File: src/hdl/calendar_time_step_adjuster_core_assert.svh
// Assertion macros shared by the calendar clock RTL.
`ifndef CALENDAR_TIME_STEP_ADJUSTER_CORE_ASSERT_SVH
`define CALENDAR_TIME_STEP_ADJUSTER_CORE_ASSERT_SVH

// A condition that must hold at every clock edge outside reset.
`define CTSA_ASSERT_ALWAYS(label, cond, msg) \
    label: assert property (@(posedge clk) disable iff (!rst_n) (cond)) else $error(msg);

// A condition that must hold in the cycle after a trigger.
`define CTSA_ASSERT_NEXT(label, trig, cond, msg) \
    label: assert property (@(posedge clk) disable iff (!rst_n) (trig) |=> (cond)) \
        else $error(msg);

`endif

File: src/hdl/ctsa_pkg.sv
// Package for the calendar clock: command codes, field limits and calendar functions.
`default_nettype none

package ctsa_pkg;

    typedef enum logic [3:0] {
        CMD_SEC_UP    = 4'd0,
        CMD_SEC_DOWN  = 4'd1,
        CMD_MIN_UP    = 4'd2,
        CMD_MIN_DOWN  = 4'd3,
        CMD_HOUR_UP   = 4'd4,
        CMD_HOUR_DOWN = 4'd5,
        CMD_DAY_UP    = 4'd6,
        CMD_DAY_DOWN  = 4'd7,
        CMD_CLAMP_DAY = 4'd8,
        CMD_LOAD      = 4'd9,
        CMD_READ      = 4'd10
    } ctsa_cmd_t;

    localparam logic [6:0] YEAR_MAX   = 7'd99;
    localparam logic [3:0] MONTH_MAX  = 4'd12;
    localparam logic [4:0] DAY_MAX    = 5'd31;
    localparam logic [4:0] HOUR_MAX   = 5'd23;
    localparam logic [5:0] MINUTE_MAX = 6'd59;
    localparam logic [5:0] SECOND_MAX = 6'd59;

    localparam logic [6:0] RST_YEAR    = 7'd26;
    localparam logic [3:0] RST_MONTH   = 4'd7;
    localparam logic [4:0] RST_DAY     = 5'd26;
    localparam logic [4:0] RST_HOUR    = 5'd20;
    localparam logic [5:0] RST_MINUTE  = 6'd37;
    localparam logic [5:0] RST_SECOND  = 6'd55;
    localparam logic [2:0] RST_WEEKDAY = 3'd7;

    localparam int IN_DATA_W  = 40;
    localparam int OUT_DATA_W = 40;

    // Days in a month; every year divisible by four is leap, year 0 included.
    function automatic logic [4:0] month_len(input logic [6:0] year, input logic [3:0] month);
        logic [4:0] len;
        case (month)
            4'd4, 4'd6, 4'd9, 4'd11: len = 5'd30;
            4'd2:                    len = (year[1:0] == 2'd0) ? 5'd29 : 5'd28;
            default:                 len = 5'd31;
        endcase
        return len;
    endfunction

    // floor(3 * (m + 1) / 5), with January and February counted as months 13 and 14.
    function automatic logic [3:0] month_term(input logic [3:0] month);
        logic [3:0] t;
        case (month)
            4'd1:    t = 4'd8;
            4'd2:    t = 4'd9;
            4'd3:    t = 4'd2;
            4'd4:    t = 4'd3;
            4'd5:    t = 4'd3;
            4'd6:    t = 4'd4;
            4'd7:    t = 4'd4;
            4'd8:    t = 4'd5;
            4'd9:    t = 4'd6;
            4'd10:   t = 4'd6;
            4'd11:   t = 4'd7;
            4'd12:   t = 4'd7;
            default: t = 4'd0;
        endcase
        return t;
    endfunction

    // Weekday 1..7 (Monday..Sunday) of 2000 + year. Over 1999..2099 the century
    // terms are constant, so the full-year sum reduces to 2480 + j + j/4 with
    // j = year + 4 (year + 3 for January and February); 2480 is 2 modulo 7.
    function automatic logic [2:0] weekday_of(input logic [6:0] year, input logic [3:0] month,
                                              input logic [4:0] day);
        logic [6:0] j;
        logic [4:0] m2;
        logic [7:0] sum;
        logic [4:0] fold1;
        logic [3:0] fold2;
        logic [2:0] rem;
        if (month == 4'd1 || month == 4'd2) begin
            j  = year + 7'd3;
            m2 = {month, 1'b0} + 5'd24;
        end
        else begin
            j  = year + 7'd4;
            m2 = {month, 1'b0};
        end
        sum = 8'(day) + 8'(m2) + 8'(month_term(month)) + 8'(j) + 8'(j[6:2]) + 8'd3;
        // Octal digits fold modulo 7 since 8 is 1 modulo 7.
        fold1 = 5'(sum[2:0]) + 5'(sum[5:3]) + 5'(sum[7:6]);
        fold2 = 4'(fold1[2:0]) + 4'(fold1[4:3]);
        rem   = (fold2 >= 4'd7) ? 3'(fold2 - 4'd7) : fold2[2:0];
        return (rem == 3'd0) ? 3'd7 : rem;
    endfunction

endpackage

`default_nettype wire

File: src/hdl/calendar_time_step_adjuster_core.sv
// Calendar clock with step, clamp and load commands and weekday tracking.
//
//  Channel | Dir | Handshake          | Beat contents
//  s       | in  | s_tvalid/s_tready  | one command with its load values
//  m       | out | m_tvalid/m_tready  | all calendar fields after the command
//
//  A command beat is registered; when the command register moves on, it is
//  applied to the calendar and its result is written into the output register
//  at the same time, so a result beat passes the command register and then the
//  output register, with one beat per cycle sustained while m_tready is high.
//  The whole update (carry chain, month length, weekday) is one combinational
//  step between the command register and the calendar registers. Reset loads
//  2026-07-26 20:37:55, Sunday. A stalled output holds the command register;
//  s_tready stays high while the command register is empty or moving on.
`default_nettype none

module calendar_time_step_adjuster_core (
    input  wire logic                            clk,
    input  wire logic                            rst_n,
    input  wire logic                            s_tvalid,
    output logic                                 s_tready,
    // cmd[3:0], new_year[10:4], new_month[14:11], new_day[19:15],
    // new_hour[24:20], new_minute[30:25], new_second[36:31], zero[39:37]
    input  wire logic [ctsa_pkg::IN_DATA_W-1:0]  s_tdata,
    output logic                                 m_tvalid,
    input  wire logic                            m_tready,
    // year_out[6:0], month_out[10:7], day_out[15:11], hour_out[20:16],
    // minute_out[26:21], second_out[32:27], weekday_out[35:33], zero[39:36]
    output logic [ctsa_pkg::OUT_DATA_W-1:0]      m_tdata
);

    logic                               in_valid_reg;
    logic [ctsa_pkg::IN_DATA_W-1:0]     in_data_reg;
    logic                               m_tvalid_reg;
    logic [ctsa_pkg::OUT_DATA_W-1:0]    m_tdata_reg;
    logic                               adv;

    logic [6:0] year_reg,    year_next;
    logic [3:0] month_reg,   month_next;
    logic [4:0] day_reg,     day_next;
    logic [4:0] hour_reg,    hour_next;
    logic [5:0] minute_reg,  minute_next;
    logic [5:0] second_reg,  second_next;
    logic [2:0] weekday_reg, weekday_next;

    ctsa_pkg::ctsa_cmd_t cmd;
    logic [6:0] ld_year;
    logic [3:0] ld_month;
    logic [4:0] ld_day;
    logic [4:0] ld_hour;
    logic [5:0] ld_minute;
    logic [5:0] ld_second;

    logic sec_up, sec_dn, min_up, min_dn, hour_up, hour_dn, day_up, day_dn;
    logic do_clamp, do_load;
    logic [4:0] cur_len;

    logic [ctsa_pkg::OUT_DATA_W-1:0] next_packed;
    logic [ctsa_pkg::OUT_DATA_W-1:0] cur_packed;
    logic                            state_ok;

    // The command register moves on when the output register is free or being drained.
    assign adv      = in_valid_reg && (!m_tvalid_reg || m_tready);
    assign s_tready = !in_valid_reg || adv;
    assign m_tvalid = m_tvalid_reg;
    assign m_tdata  = m_tdata_reg;

    assign cmd       = ctsa_pkg::ctsa_cmd_t'(in_data_reg[3:0]);
    assign ld_year   = in_data_reg[10:4];
    assign ld_month  = in_data_reg[14:11];
    assign ld_day    = in_data_reg[19:15];
    assign ld_hour   = in_data_reg[24:20];
    assign ld_minute = in_data_reg[30:25];
    assign ld_second = in_data_reg[36:31];

    // Carry and borrow ripple from the commanded field upward.
    assign sec_up  = (cmd == ctsa_pkg::CMD_SEC_UP);
    assign sec_dn  = (cmd == ctsa_pkg::CMD_SEC_DOWN);
    assign min_up  = (cmd == ctsa_pkg::CMD_MIN_UP)
                     || (sec_up && second_reg == ctsa_pkg::SECOND_MAX);
    assign min_dn  = (cmd == ctsa_pkg::CMD_MIN_DOWN) || (sec_dn && second_reg == 6'd0);
    assign hour_up = (cmd == ctsa_pkg::CMD_HOUR_UP)
                     || (min_up && minute_reg == ctsa_pkg::MINUTE_MAX);
    assign hour_dn = (cmd == ctsa_pkg::CMD_HOUR_DOWN) || (min_dn && minute_reg == 6'd0);
    assign day_up  = (cmd == ctsa_pkg::CMD_DAY_UP)
                     || (hour_up && hour_reg == ctsa_pkg::HOUR_MAX);
    assign day_dn  = (cmd == ctsa_pkg::CMD_DAY_DOWN) || (hour_dn && hour_reg == 5'd0);
    assign do_clamp = (cmd == ctsa_pkg::CMD_CLAMP_DAY);
    assign do_load  = (cmd == ctsa_pkg::CMD_LOAD);
    assign cur_len  = ctsa_pkg::month_len(year_reg, month_reg);

    always_comb
    begin
        year_next    = year_reg;
        month_next   = month_reg;
        day_next     = day_reg;
        hour_next    = hour_reg;
        minute_next  = minute_reg;
        second_next  = second_reg;
        weekday_next = weekday_reg;

        if (sec_up)
        begin
            second_next = (second_reg == ctsa_pkg::SECOND_MAX) ? 6'd0 : second_reg + 6'd1;
        end
        if (sec_dn)
        begin
            second_next = (second_reg == 6'd0) ? ctsa_pkg::SECOND_MAX : second_reg - 6'd1;
        end
        if (min_up)
        begin
            minute_next = (minute_reg == ctsa_pkg::MINUTE_MAX) ? 6'd0 : minute_reg + 6'd1;
        end
        if (min_dn)
        begin
            minute_next = (minute_reg == 6'd0) ? ctsa_pkg::MINUTE_MAX : minute_reg - 6'd1;
        end
        if (hour_up)
        begin
            hour_next = (hour_reg == ctsa_pkg::HOUR_MAX) ? 5'd0 : hour_reg + 5'd1;
        end
        if (hour_dn)
        begin
            hour_next = (hour_reg == 5'd0) ? ctsa_pkg::HOUR_MAX : hour_reg - 5'd1;
        end

        if (day_up)
        begin
            // A day left beyond the month end by a load also rolls to the next month.
            if (day_reg < cur_len)
            begin
                day_next = day_reg + 5'd1;
            end
            else
            begin
                day_next = 5'd1;
                if (month_reg < ctsa_pkg::MONTH_MAX)
                begin
                    month_next = month_reg + 4'd1;
                end
                else
                begin
                    month_next = 4'd1;
                    year_next  = (year_reg < ctsa_pkg::YEAR_MAX) ? year_reg + 7'd1 : 7'd0;
                end
            end
        end

        if (day_dn)
        begin
            if (day_reg > 5'd1)
            begin
                day_next = day_reg - 5'd1;
            end
            else
            begin
                if (month_reg > 4'd1)
                begin
                    month_next = month_reg - 4'd1;
                end
                else
                begin
                    month_next = ctsa_pkg::MONTH_MAX;
                    year_next  = (year_reg > 7'd0) ? year_reg - 7'd1 : ctsa_pkg::YEAR_MAX;
                end
                day_next = ctsa_pkg::month_len(year_next, month_next);
            end
        end

        if (do_clamp && day_reg > cur_len)
        begin
            day_next = cur_len;
        end

        if (do_load)
        begin
            year_next   = (ld_year > ctsa_pkg::YEAR_MAX) ? ctsa_pkg::YEAR_MAX : ld_year;
            month_next  = (ld_month == 4'd0) ? 4'd1
                        : ((ld_month > ctsa_pkg::MONTH_MAX) ? ctsa_pkg::MONTH_MAX : ld_month);
            day_next    = (ld_day == 5'd0) ? 5'd1 : ld_day;
            hour_next   = (ld_hour > ctsa_pkg::HOUR_MAX) ? ctsa_pkg::HOUR_MAX : ld_hour;
            minute_next = (ld_minute > ctsa_pkg::MINUTE_MAX) ? ctsa_pkg::MINUTE_MAX : ld_minute;
            second_next = (ld_second > ctsa_pkg::SECOND_MAX) ? ctsa_pkg::SECOND_MAX : ld_second;
        end

        if (day_up || day_dn || do_load)
        begin
            weekday_next = ctsa_pkg::weekday_of(year_next, month_next, day_next);
        end
    end

    assign next_packed = {4'd0, weekday_next, second_next, minute_next, hour_next,
                          day_next, month_next, year_next};
    assign cur_packed  = {4'd0, weekday_reg, second_reg, minute_reg, hour_reg,
                          day_reg, month_reg, year_reg};

    assign state_ok = month_reg >= 4'd1 && month_reg <= ctsa_pkg::MONTH_MAX
                      && day_reg != 5'd0 && hour_reg <= ctsa_pkg::HOUR_MAX
                      && minute_reg <= ctsa_pkg::MINUTE_MAX
                      && second_reg <= ctsa_pkg::SECOND_MAX
                      && year_reg <= ctsa_pkg::YEAR_MAX && weekday_reg != 3'd0;

    always_ff @(posedge clk or negedge rst_n)
    begin
        if (!rst_n)
        begin
            in_valid_reg <= 1'b0;
            m_tvalid_reg <= 1'b0;
            year_reg     <= ctsa_pkg::RST_YEAR;
            month_reg    <= ctsa_pkg::RST_MONTH;
            day_reg      <= ctsa_pkg::RST_DAY;
            hour_reg     <= ctsa_pkg::RST_HOUR;
            minute_reg   <= ctsa_pkg::RST_MINUTE;
            second_reg   <= ctsa_pkg::RST_SECOND;
            weekday_reg  <= ctsa_pkg::RST_WEEKDAY;
        end
        else
        begin
            if (s_tready)
            begin
                in_valid_reg <= s_tvalid;
            end
            if (adv)
            begin
                m_tvalid_reg <= 1'b1;
            end
            else if (m_tready)
            begin
                m_tvalid_reg <= 1'b0;
            end
            if (adv)
            begin
                year_reg    <= year_next;
                month_reg   <= month_next;
                day_reg     <= day_next;
                hour_reg    <= hour_next;
                minute_reg  <= minute_next;
                second_reg  <= second_next;
                weekday_reg <= weekday_next;
            end
        end
    end

    always_ff @(posedge clk)
    begin
        if (s_tvalid && s_tready)
        begin
            in_data_reg <= s_tdata;
        end
        if (adv)
        begin
            m_tdata_reg <= next_packed;
        end
    end

`include "calendar_time_step_adjuster_core_assert.svh"

    `CTSA_ASSERT_ALWAYS(a_state_in_range, state_ok, "calendar state left its range")
    `CTSA_ASSERT_NEXT(a_result_matches_state, adv, m_tdata_reg == cur_packed,
                      "result beat differs from the calendar state")
    `CTSA_ASSERT_NEXT(a_result_valid_after_step, adv, m_tvalid_reg,
                      "stepped command produced no result beat")
    `CTSA_ASSERT_NEXT(a_cmd_held_on_stall, in_valid_reg && !adv,
                      in_valid_reg && $stable(in_data_reg), "stalled command was lost")

endmodule

`default_nettype wire
File: config.mk
export PLATFORM = sky130hd
export DESIGN_NAME = calendar_time_step_adjuster_core
export DESIGN_NICKNAME = d
export VERILOG_FILES = /design/src/hdl/ctsa_pkg.sv /design/src/hdl/calendar_time_step_adjuster_core.sv
export VERILOG_INCLUDE_DIRS = /design/src /design/src/hdl
export SDC_FILE = /design/constraint.sdc
export NUM_CORES = 1
export LEC_CHECK = 0
export ABC_AREA = 1
export BUFFER_PORTS_ARGS = -buffer_cell sky130_fd_sc_hd__clkbuf_2
export CAP_MARGIN = 0
export CORE_ASPECT_RATIO = 0.8
export CORE_MARGIN = 5
export CORE_UTILIZATION = 45
export CTS_BUF_LIST = sky130_fd_sc_hd__clkbuf_4
export DETAILED_ROUTE_END_ITERATION = 12
export PLACE_DENSITY = 0.62
export SLEW_MARGIN = 20
export SYNTH_ARGS = -nofsm -noshare
export SYNTH_HDL_FRONTEND = slang
export SYNTH_SLANG_ARGS = --single-unit
File: constraint.sdc
create_clock -name clk -period 28.9 [get_ports clk]
set_input_delay 5.78 -clock clk [delete_from_list [all_inputs] [get_ports clk]]
set_output_delay 5.78 -clock clk [all_outputs]
set_load 0.005 [all_outputs]
# Word-level counts from Yosys, hierarchy flattened
# Memory sizes are Yosys's and may differ from the RTL's.
# Index checks and enable logic that the tools add are counted.
# word_totals
register_bits,111
rom_bits,64
inputBits,44
out_inout_bits,42
word_cells,169
n_memories,1
# op_classes
n_addsub,24
magnitude_cmp,13
n_eq_ne,24
muxes,62
n_reduce_logical,34
# mem_list
name,depth,word_bits,rd,rd_clocked_by_memory_dff,write_ports,line,text
(no name shown),16,4,1,0,0,ctsa_pkg.sv:52,case (month)
# op_table
cell,count
7-bit two-way mux,14
5-bit two-way mux,15
6-bit two-way mux,12
4-bit two-way mux,12
"4-bit by 3-bit equality test with 1-bit output, second input constant",8
"4-bit equality test, second input constant",6
"4-bit by 2-bit equality test with 1-bit output, second input constant",5
"6-bit by 1-bit adder with 6-bit output, second input constant",2
"6-bit equality test, second input constant",2
"6-bit greater-than comparator, second input constant",2
6-bit zero test,2
"6-bit by 1-bit subtractor with 6-bit output, second input constant",2
1-bit logical OR,11
"5-bit by 1-bit adder with 5-bit output, second input constant",2
5-bit zero test,2
"5-bit by 1-bit subtractor with 5-bit output, second input constant",2
1-bit logical AND,9
3-bit two-way mux,3
7-bit by 7-bit adder with 8-bit output,1
"8-bit by 2-bit adder with 8-bit output, second input constant",1
8-bit by 5-bit adder with 8-bit output,1
"4-bit by 1-bit equality test with 1-bit output, second input constant",2
4-bit zero test,2
2-bit case mux with 2 select lines,2
31 further kinds,37

# Longest topological paths before layout
# Gate-level depths: netlist (run 1).
# logic_depth
word_depth,31
ltp_mapped,58
ltp_nobuf,58

# Least setup slack after synthesis (run 1)
# Ideal clock, no wire load.
# synth_timing
kind,input to output
from,input m_tready
to,output s_tready
arrival_time_ns,5.929
required_time_ns,23.120
setup_slack_ns,17.191
stages,2
n_path_buf,0
cell_sequence,inv_1 -> nand3_1
# synth_between
elab_chain_len,3
# synth_lines
item,line,text
"start, declared",calendar_time_step_adjuster_core.sv:26,"input wire logic m_tready,"
1-bit logical OR,calendar_time_step_adjuster_core.sv:63,assign adv = in_valid_reg && (!m_tvalid_reg || m_tready);
1-bit logical AND,calendar_time_step_adjuster_core.sv:63,
1-bit logical OR,calendar_time_step_adjuster_core.sv:64,assign s_tready = !in_valid_reg || adv;
"end, declared",calendar_time_step_adjuster_core.sv:21,"output logic s_tready,"
# No other way between the ends.

# Final worst setup path (run 1)
# Ends and elaborated chain as after synthesis.

==> implementation parameters, run 1 <==
Parameter                              Value

Critical path
  Arrival @ worst endpoint    6.16 ns
  Path length in cells of the critical path    4
  Kind of start point of the critical path    input pin
  Cell count of the worst reg-to-reg path    57
  Crit path required time    23.12 ns
  Crit path max-delay family    buffers and inverters
  Most frequent CP cell    sky130_fd_sc_hd__clkbuf_2
  Type of the setup path with the least slack    in2out
  Critical path cell sequence    clkbuf_2 > inv_1 > nand3_1 > clkbuf_2
  Crit. End Element    primary output
  CP max FO    3
  Total buffers and inverters traversed by the critical path    3
  CP max stage delay    0.14 ns
  Cell with the largest stage delay on the worst path    sky130_fd_sc_hd__clkbuf_2

Timing
  Max-slew violations    0
  Final-report hold violation count    0
  Final number of setup-violating endpoints    0
  Worst-margin pin slew    0.801 ns
  Setup TNS    0 ns
  Final min period    11.94 ns
  Final critical-path setup slack    16.96 ns
  Part of the cycle the worst path needs    41.3%
  Maximum clock frequency    83.7 MHz
  Minimum hold slack    0.483 ns
  Clock skew    0.0165 ns
  Max transition margin    46.5%
  Setup repair after global routing missed its margin    no

Place
  Placed wire-length estimate    12800 um
  Setup WS pre-CTS    16.96 ns
  Gpl congestion    0.914
  Port Buffers    78

Clock tree
  Inserted Clock Buffers    9
  Number of setup buffers added after CTS    0
  TritonCTS clock tree    done
  Register clock-pin slew on the reported worst setup and hold paths    0.15 ns
  Clock insertion delay at the later pin of the skew report    0.50 ns
  Clock net sink count    111
  CTS H-tree depth    3
  Buffer levels on the longest clock path    2
  CTS root buffer    sky130_fd_sc_hd__clkbuf_4
  Quantity of hold-fixing buffers added after cts    0
  CTS-repair resized insts    0

Floorplan
  Cell row count    42
  Initial core utilization    46.4%
  Standard cell core area    16700 um2
  Horizontal die dimension    157 um
  DIE AREA    20000 um2
  Die height    127 um
  Number of primary I/O pins    86

Cells and area
  Layout area overhead    9.65%
  Commonest non-fill, non-tap cell in the layout    sky130_fd_sc_hd__nand2_1
  Fraction of layout instances using a drive strength above 1    19.5%
  Flip-flop count of the largest register after layout    37
  Nets    1081
  N_diodes    0
  Post-route core utilization    50.9%
  Commonest non-fill, non-tap cells in the layout    sky130_fd_sc_hd__nand2_1, sky130_fd_sc_hd__inv_1, sky130_fd_sc_hd__clkbuf_2

GRT
  Antenna violations before repair    0
  Wire length of the first global-routing pass    28800 um
  GR Util All Layers    18.0%
  Vias in the first global route    5722
  Maximum number of pins on one net before global-route repair    46
  Aggregate global routing overflow    0

Drt
  Routed vias    6134
  DRC viols    0
  Number of design-rule violations left by the first detailed-router iteration    345
  Average vias per placed instance    5.10
  Total length of routed wires    17200 um
  Number of iterations in the first detailed-routing pass    5
  Average wire length per cell after detail routing    14.3 um
  Antenna-violating nets left    0

Logic synthesis
  Avg Cell Area, Syn    8.61 um2
  Sequential share of the synthesized area    40.9%
  Post-synthesis cell type count    54
  Mux share of post-synthesis cell area    0%
  Main area contributors after synthesis    sky130_fd_sc_hd__edfxtp_1, sky130_fd_sc_hd__nand2_1, sky130_fd_sc_hd__dfstp_2
  Complex-gate fraction of the synthesized area    11.8%
  Post-synthesis async set-or-reset flop share    34.2%
  Post-synthesis share of cell area spent on xor and xnor gates    3.62%
  Top cell type's share of synthesized area    28.3%
  Flops & latches, synth    111
  Warnings from Yosys    0
  Most used flip-flop cell after synthesis    sky130_fd_sc_hd__edfxtp_1
  Fraction of the mapped netlist area in simple logic gates    24.3%
  Most area-hungry cell type in the Yosys netlist    sky130_fd_sc_hd__edfxtp_1
  Number of synthesized flops with an enable pin    73
  Largest family of logic cells by synthesized area    simple AND/OR/NAND/NOR gates
  Gate Count Post-Synth    900
  Adder-cell share of the synthesized area    11.2%
  Cell Area, Synth    7750 um2

Job
  Number of max-cap violations    0

Outcome
  Run status    finished, final reports clean

Worst hold path
  Type of the worst min-delay path    reg2reg
  Hold Path Stages    2
-- final cells by class --
cell class	count	area [um2]
Clock buffer	9	67.6
Clock inverter	7	70.1
Fill cell	1622	8210
Inverter	136	514
Multi-Input combinational cell	635	3970
Sequential cell	111	3170
Tap cell	220	275
Timing Repair Buffer	84	435
-- synthesized netlist by cell type (6+ instances only) --
cell type and instances:
sky130_fd_sc_hd__nand3_1 69, sky130_fd_sc_hd__xor2_1 24, sky130_fd_sc_hd__o211ai_1 10, sky130_fd_sc_hd__nand4_1 11
sky130_fd_sc_hd__ha_1 44, sky130_fd_sc_hd__nor3_1 17, sky130_fd_sc_hd__o21ai_0 75, sky130_fd_sc_hd__edfxtp_1 73
sky130_fd_sc_hd__nand2_2 11, sky130_fd_sc_hd__nor2_1 40, sky130_fd_sc_hd__xnor2_1 8, sky130_fd_sc_hd__a31oi_1 11
sky130_fd_sc_hd__inv_2 12, sky130_fd_sc_hd__fa_1 16, sky130_fd_sc_hd__nand2_4 11, sky130_fd_sc_hd__a21oi_1 32
sky130_fd_sc_hd__o21ai_1 6, sky130_fd_sc_hd__dfrtp_1 16, sky130_fd_sc_hd__dfstp_2 22, sky130_fd_sc_hd__inv_1 121
sky130_fd_sc_hd__clkbuf_1 11, sky130_fd_sc_hd__nand2_1 202
-- cells by family after synthesis --
| group | after synthesis |
|---|---|
| AOI/OAI and AO/OA | 155 |
| DFF | 111 |
| buffers and inverters | 157 |
| adders and majority gates | 60 |
| other | 1 |
| xor gates and xnor gates | 32 |
| and+or+nand+nor | 384 |
-- through the flow --
stage	instances	instance area (um2)
floorplan	903	7760
global placement	1186	8360
detailed placement	1186	8360
CTS	1202	8500
global route	1202	8500
finish	1202	8500
-- tightest hold or removal path, stage by stage (launching register included) --
cell	delay, ns
sky130_fd_sc_hd__dfstp_2	0.40
sky130_fd_sc_hd__nand2_1	0.05
sky130_fd_sc_hd__nand2_1	0.05
-- routing by layer --
layer | wire length, um | global-route usage (%) | vias up
li1 | - | - | 3148
met1 | 9110 | 28.1 | 2838
met2 | 7110 | 25.9 | 137
met3 | 850 | 3.31 | 11
met4 | 162 | 4.13 | 0
met5 | 0 | 0 | -
-- path summary, 6_finish.rpt --
path                           startpoint              to  slack [ns]
setup / recovery                 m_tready        s_tready       16.96
setup reg to reg             month_reg[0]  weekday_reg[1]       18.16
min in group asynchronous           rst_n     hour_reg[1]        5.32
hold / removal             weekday_reg[2]  weekday_reg[2]        0.48
hold reg to reg            weekday_reg[2]  weekday_reg[2]        0.48
max in group asynchronous           rst_n  weekday_reg[0]       23.18
Power of run 1 is left out: the tool's default activity adds up to more than one toggle a clock period on the data nets, which glitch-free logic cannot reach.
==> run 2: changes to the inputs <==
ABC_AREA = 0   (was 1)
PLACE_DENSITY = 0.64   (was 0.62)
clock period = 10.1 ns   (was 28.9 ns; I/O delays follow)
==> implementation parameters, run 2 <==
Parameter                              Value

Critical path
  Arrival @ worst endpoint    10.15 ns
  Slack of the worst reg-to-reg path    0.39 ns
  Crit path max-delay family    adder cells
  Path length in cells of the critical path    51
  Most frequent CP cell    sky130_fd_sc_hd__inv_1
  Crit path required time    10.54 ns
  CP max stage delay    0.61 ns
  Cell count of the worst reg-to-reg path    51
  End of the worst register-to-register path    weekday_reg[2]
  Cell with the largest stage delay on the worst path    sky130_fd_sc_hd__dfstp_2
  Type of the setup path with the least slack    reg2reg
  CP max FO    6
  Crit. End Element    flop
  Reg-to-reg startpoint    month_reg[1]
  Total buffers and inverters traversed by the critical path    14
  Kind of start point of the critical path    flop

Worst hold path
  Hold Path Stages    1
  Hold worst-path end    m_tvalid
  Type of the worst min-delay path    reg2reg
  Critical hold path startpoint    in_valid_reg

Logic synthesis
  Most used flip-flop cell after synthesis    sky130_fd_sc_hd__edfxtp_1
  Post-synthesis async set-or-reset flop share    34.2%
  Cell types with the highest counts after synthesis    sky130_fd_sc_hd__edfxtp_1, sky130_fd_sc_hd__nand2_1, sky130_fd_sc_hd__nor2_1
  Main area contributors after synthesis    sky130_fd_sc_hd__edfxtp_1, sky130_fd_sc_hd__dfstp_2, sky130_fd_sc_hd__ha_1
  Flops & latches, synth    111
  Sequential share of the synthesized area    41.4%
  Library cell with the highest instance count after synthesis    sky130_fd_sc_hd__edfxtp_1
  Avg Cell Area, Syn    10.0 um2
  Most area-hungry cell type in the Yosys netlist    sky130_fd_sc_hd__edfxtp_1
  Top cell type's share of synthesized area    28.6%
  Cell Area, Synth    7660 um2
  Number of synthesized flops with an enable pin    73
  Warnings from Yosys    0
  Gate Count Post-Synth    763
  Post-synthesis cell type count    88

Floorplan
  Die height    127 um
  DIE AREA    19800 um2
  Cell row count    42
  Standard cell core area    16700 um2
  Horizontal die dimension    156 um
  Initial core utilization    46.0%
  Number of primary I/O pins    86

Timing
  Clock skew    0.0297 ns
  Minimum hold slack    0.528 ns
  Maximum clock frequency    103 MHz
  Final min period    9.71 ns
  Max transition margin    41.7%
  Part of the cycle the worst path needs    96.1%
  Final-report hold violation count    0
  Final number of setup-violating endpoints    0
  Worst-margin pin slew    0.862 ns
  Max-slew violations    0

Clock tree
  Clock insertion delay at the later pin of the skew report    0.52 ns
  Quantity of hold-fixing buffers added after cts    0
  CTS H-tree depth    3
  Register clock-pin slew on the reported worst setup and hold paths    0.18 ns
  CTS root buffer    sky130_fd_sc_hd__clkbuf_4
  Inserted Clock Buffers    9
  Clock net sink count    111
  TritonCTS clock tree    done
  Buffer levels on the longest clock path    2

Cells and area
  Post-route insts no fill    1100
  Fraction of layout instances using a drive strength above 1    30.8%
  Number of fillers in the final layout    1527
  Commonest non-fill, non-tap cells in the layout    sky130_fd_sc_hd__clkbuf_2, sky130_fd_sc_hd__edfxtp_1, sky130_fd_sc_hd__nand2_1
  Flip-flop count of the largest register after layout    37
  Nets    979
  Commonest non-fill, non-tap cell in the layout    sky130_fd_sc_hd__clkbuf_2
  Total area of multi-input combinational cells    4370 um2
  Storage element area    3170 um2
  N_diodes    0
  Layout area overhead    17.8%

Drt
  DRC viols    0
  Number of design-rule violations left by the first detailed-router iteration    310
  Average wire length per cell after detail routing    17.6 um
  Routed vias    6197
  Average vias per placed instance    5.63
  Number of iterations in the first detailed-routing pass    5
  Total length of routed wires    19300 um
  Antenna-violating nets left    0

GRT
  GRT Max-Usage Layer    met2
  Wire length of the first global-routing pass    31300 um
  GR Util All Layers    19.7%
  Maximum number of pins on one net before global-route repair    39
  Antenna violations before repair    0
  Met2 capacity usage during global routing    30.5%
  Met1 global-route usage    28.8%
  Met3 usage    3.78%
  Aggregate global routing overflow    0
  Vias in the first global route    6084

Place
  Placed wire-length estimate    14400 um
  Placed insts    1072
  Port Buffers    78
  Gpl congestion    0.898

Job
  Number of max-cap violations    0

Outcome
  Run status    finished, final reports clean
## run 2: logic make-up after synthesis
group,synth area share [%]
muxes,4.75
DFF,41.4
other,0.0489
buffers and inverters,5.50
AOI/OAI and AO/OA,16.1
and+or+nand+nor,16.8
xor gates and xnor gates,4.10
adders and majority gates,11.4
## run 2: area by class of cell
cell class / instances / share of cell area [%]
multi-input cells: 555 / 48.4
flip-flops and latches: 111 / 35.1
repair buffers: 138 / 9.44
well taps: 220 / 3.05
inverters: 60 / 2.49
clock inverters: 7 / 0.790
clock buffers: 9 / 0.748
## run 2: worst max-delay path by stage
stage,from,slack [ns],end
final,month_reg[1],0.39,weekday_reg[2]
after CTS,month_reg[1],0.003,weekday_reg[2]
after detailed placement,month_reg[1],-0.06,weekday_reg[2]
after floorplan,month_reg[0],0.04,weekday_reg[2]
after global placement,month_reg[1],0.1,weekday_reg[2]
after global routing,month_reg[1],-0.11,weekday_reg[2]
## run 2: metrics by stage
stage | cell area (um2) | worst slack, ns | setup TNS [ns] | utilization (%)
3_5_place_dp | 8530 | -0.0595 | -0.0595 | 51.2
3_3_place_gp | 8530 | 0.0974 | 0 | 51.2
6_report | 9030 | 0.393 | 0 | 54.2
2_1_floorplan | 7680 | 0.0415 | 0 | -
4_1_cts | 8690 | 0.00312 | 0 | 52.1
5_1_grt | 9030 | -0.113 | -0.130 | 54.2
## run 2: what timing repair did
| action | CTS | global route |
|---|---|---|
| endpoints found under the setup margin | 2 | 6 |
| setup buffers | 2 | 10 |
| cloned | 0 | 0 |
| gates resized for setup | 3 | 60 |
| endpoints found under the hold margin | 0 | 0 |
| pin swaps | 2 | 32 |
## run 2: per-layer routing
| layer | vias up | share of wire (%) |
|---|---|---|
| met2 | 185 | 45 |
| met5 | - | 0 |
| met3 | 22 | 5.6 |
| met1 | 3005 | 48 |
| met4 | 0 | 1.3 |
| li1 | 2985 | - |
Power of run 2 is left out for the same reason.
==> run 3: changes to the inputs <==
==> constraint.sdc (replaced) <==
create_clock -name clk -period 10.1 [get_ports clk]
set_input_delay 3.03 -clock clk [delete_from_list [all_inputs] [get_ports clk]]
set_output_delay 3.03 -clock clk [all_outputs]
set_load 0.005 [all_outputs]
==> implementation parameters, run 3 (synthesis gave the netlist of run 2 again) <==
Parameter                              Value

Outcome
  Run status    finished, final reports clean

Critical path
  Crit path required time    10.53 ns
  Cell with the largest stage delay on the worst path    sky130_fd_sc_hd__dfstp_2
  Slack of the worst reg-to-reg path    0.41 ns
  CP max FO    5
  Cell count of the worst reg-to-reg path    45
  Path length in cells of the critical path    45
  Kind of start point of the critical path    flop
  Crit. End Element    flop
  Crit path max-delay family    adder cells
  Type of the setup path with the least slack    reg2reg
  CP max stage delay    0.62 ns
  Arrival @ worst endpoint    10.12 ns
  End of the critical path    weekday_reg[2]
  Beginning of the critical path    month_reg[1]
  Total buffers and inverters traversed by the critical path    7
  End of the worst register-to-register path    weekday_reg[2]
  Reg-to-reg startpoint    month_reg[1]

Drt
  Average wire length per cell after detail routing    17.4 um
  Antenna-violating nets left    0
  Routed vias    6226
  Number of iterations in the first detailed-routing pass    5
  Total length of routed wires    19100 um
  Average vias per placed instance    5.67
  DRC viols    0
  Number of design-rule violations left by the first detailed-router iteration    366

Cells and area
  Number of fillers in the final layout    1521
  Layout area overhead    18.4%
  Post-route insts no fill    1098
  Commonest non-fill, non-tap cells in the layout    sky130_fd_sc_hd__clkbuf_2, sky130_fd_sc_hd__edfxtp_1, sky130_fd_sc_hd__nand2_1
  Total area of multi-input combinational cells    4390 um2
  Storage element area    3170 um2
  Flip-flop count of the largest register after layout    37
  Fraction of layout instances using a drive strength above 1    30.9%
  Commonest non-fill, non-tap cell in the layout    sky130_fd_sc_hd__clkbuf_2
  N_diodes    0
  Nets    977

GRT
  Vias in the first global route    6075
  GR Util All Layers    19.3%
  Antenna violations before repair    0
  Maximum number of pins on one net before global-route repair    40
  Aggregate global routing overflow    0
  Wire length of the first global-routing pass    30800 um

Clock tree
  Inserted Clock Buffers    9
  Clock net sink count    111
  CTS root buffer    sky130_fd_sc_hd__clkbuf_4
  Clock insertion delay at the later pin of the skew report    0.51 ns
  CTS H-tree depth    3
  Quantity of hold-fixing buffers added after cts    0
  Buffer levels on the longest clock path    2
  TritonCTS clock tree    done
  Register clock-pin slew on the reported worst setup and hold paths    0.19 ns

Place
  Setup WS pre-CTS    -0.116 ns
  Gpl congestion    0.896
  Placed wire-length estimate    14400 um
  Port Buffers    78
  Placed insts    1073

Floorplan
  Initial core utilization    46.0%
  Number of primary I/O pins    86
  DIE AREA    19800 um2
  Horizontal die dimension    156 um
  Die height    127 um
  Standard cell core area    16700 um2
  Cell row count    42

Job
  Number of max-cap violations    0

Timing
  Part of the cycle the worst path needs    95.9%
  Worst-margin pin slew    0.898 ns
  Final critical-path setup slack    0.413 ns
  Final number of setup-violating endpoints    0
  Final min period    9.69 ns
  Final-report hold violation count    0
  Clock skew    0.0332 ns
  Maximum clock frequency    103 MHz
  Max transition margin    40.1%
  Setup TNS    0 ns
  Max-slew violations    0

Worst hold path
  Critical hold path startpoint    in_valid_reg
  Type of the worst min-delay path    reg2reg
-- run 3: changes by cell type in the layout (fill, tap and decap cells not counted), sizes merged --
cell | previous run | this run
buf | 60 | 58
clkinv | 4 | 2
inv | 61 | 62
bufinv | 1 | 2
-- run 3: worst min-delay path by stage --
stage	end	depth (start not counted)
2_1_floorplan	m_tvalid	1
3_3_place_gp	m_tvalid	1
3_5_place_dp	m_tvalid	1
4_1_cts	m_tvalid	1
5_1_grt	m_tvalid	1
6_report	m_tvalid	1
-- run 3: final cells by class --
cell class / count / share of cell area (%)
Clock buffer: 9 / 0.744
Clock inverter: 7 / 1.16
Inverter: 60 / 2.48
Multi-Input combinational cell: 555 / 48.4
Sequential cell: 111 / 34.9
Tap cell: 220 / 3.03
Timing Repair Buffer: 136 / 9.26
-- run 3: per-stage QoR --
step           util [%]  cell area [um2]  hold WS [ns]
2_1_floorplan         -             7680         0.457
4_1_cts            52.4             8730         0.542
6_report           54.5             9080         0.532
3_3_place_gp       51.2             8530         0.471
5_1_grt            54.5             9080         0.558
3_5_place_dp       51.2             8530         0.495
-- run 3: what timing repair did --
action,4_1_cts,5_1_grt
pin swaps,4,31
cloned,0,0
gates resized for setup,4,64
hold endpoints to repair,0,0
endpoints found under the setup margin,4,6
buffers inserted,2,7
-- run 3: routing by layer --
metal | global-route usage, % | up-vias | share of wire, %
met1 | 28.6 | 3058 | 49
li1 | - | 2977 | -
met3 | 3.51 | 22 | 5.0
met4 | 3.86 | 0 | 1.1
met5 | 0 | - | 0
met2 | 29.7 | 169 | 45
Power of run 3 is left out for the same reason.
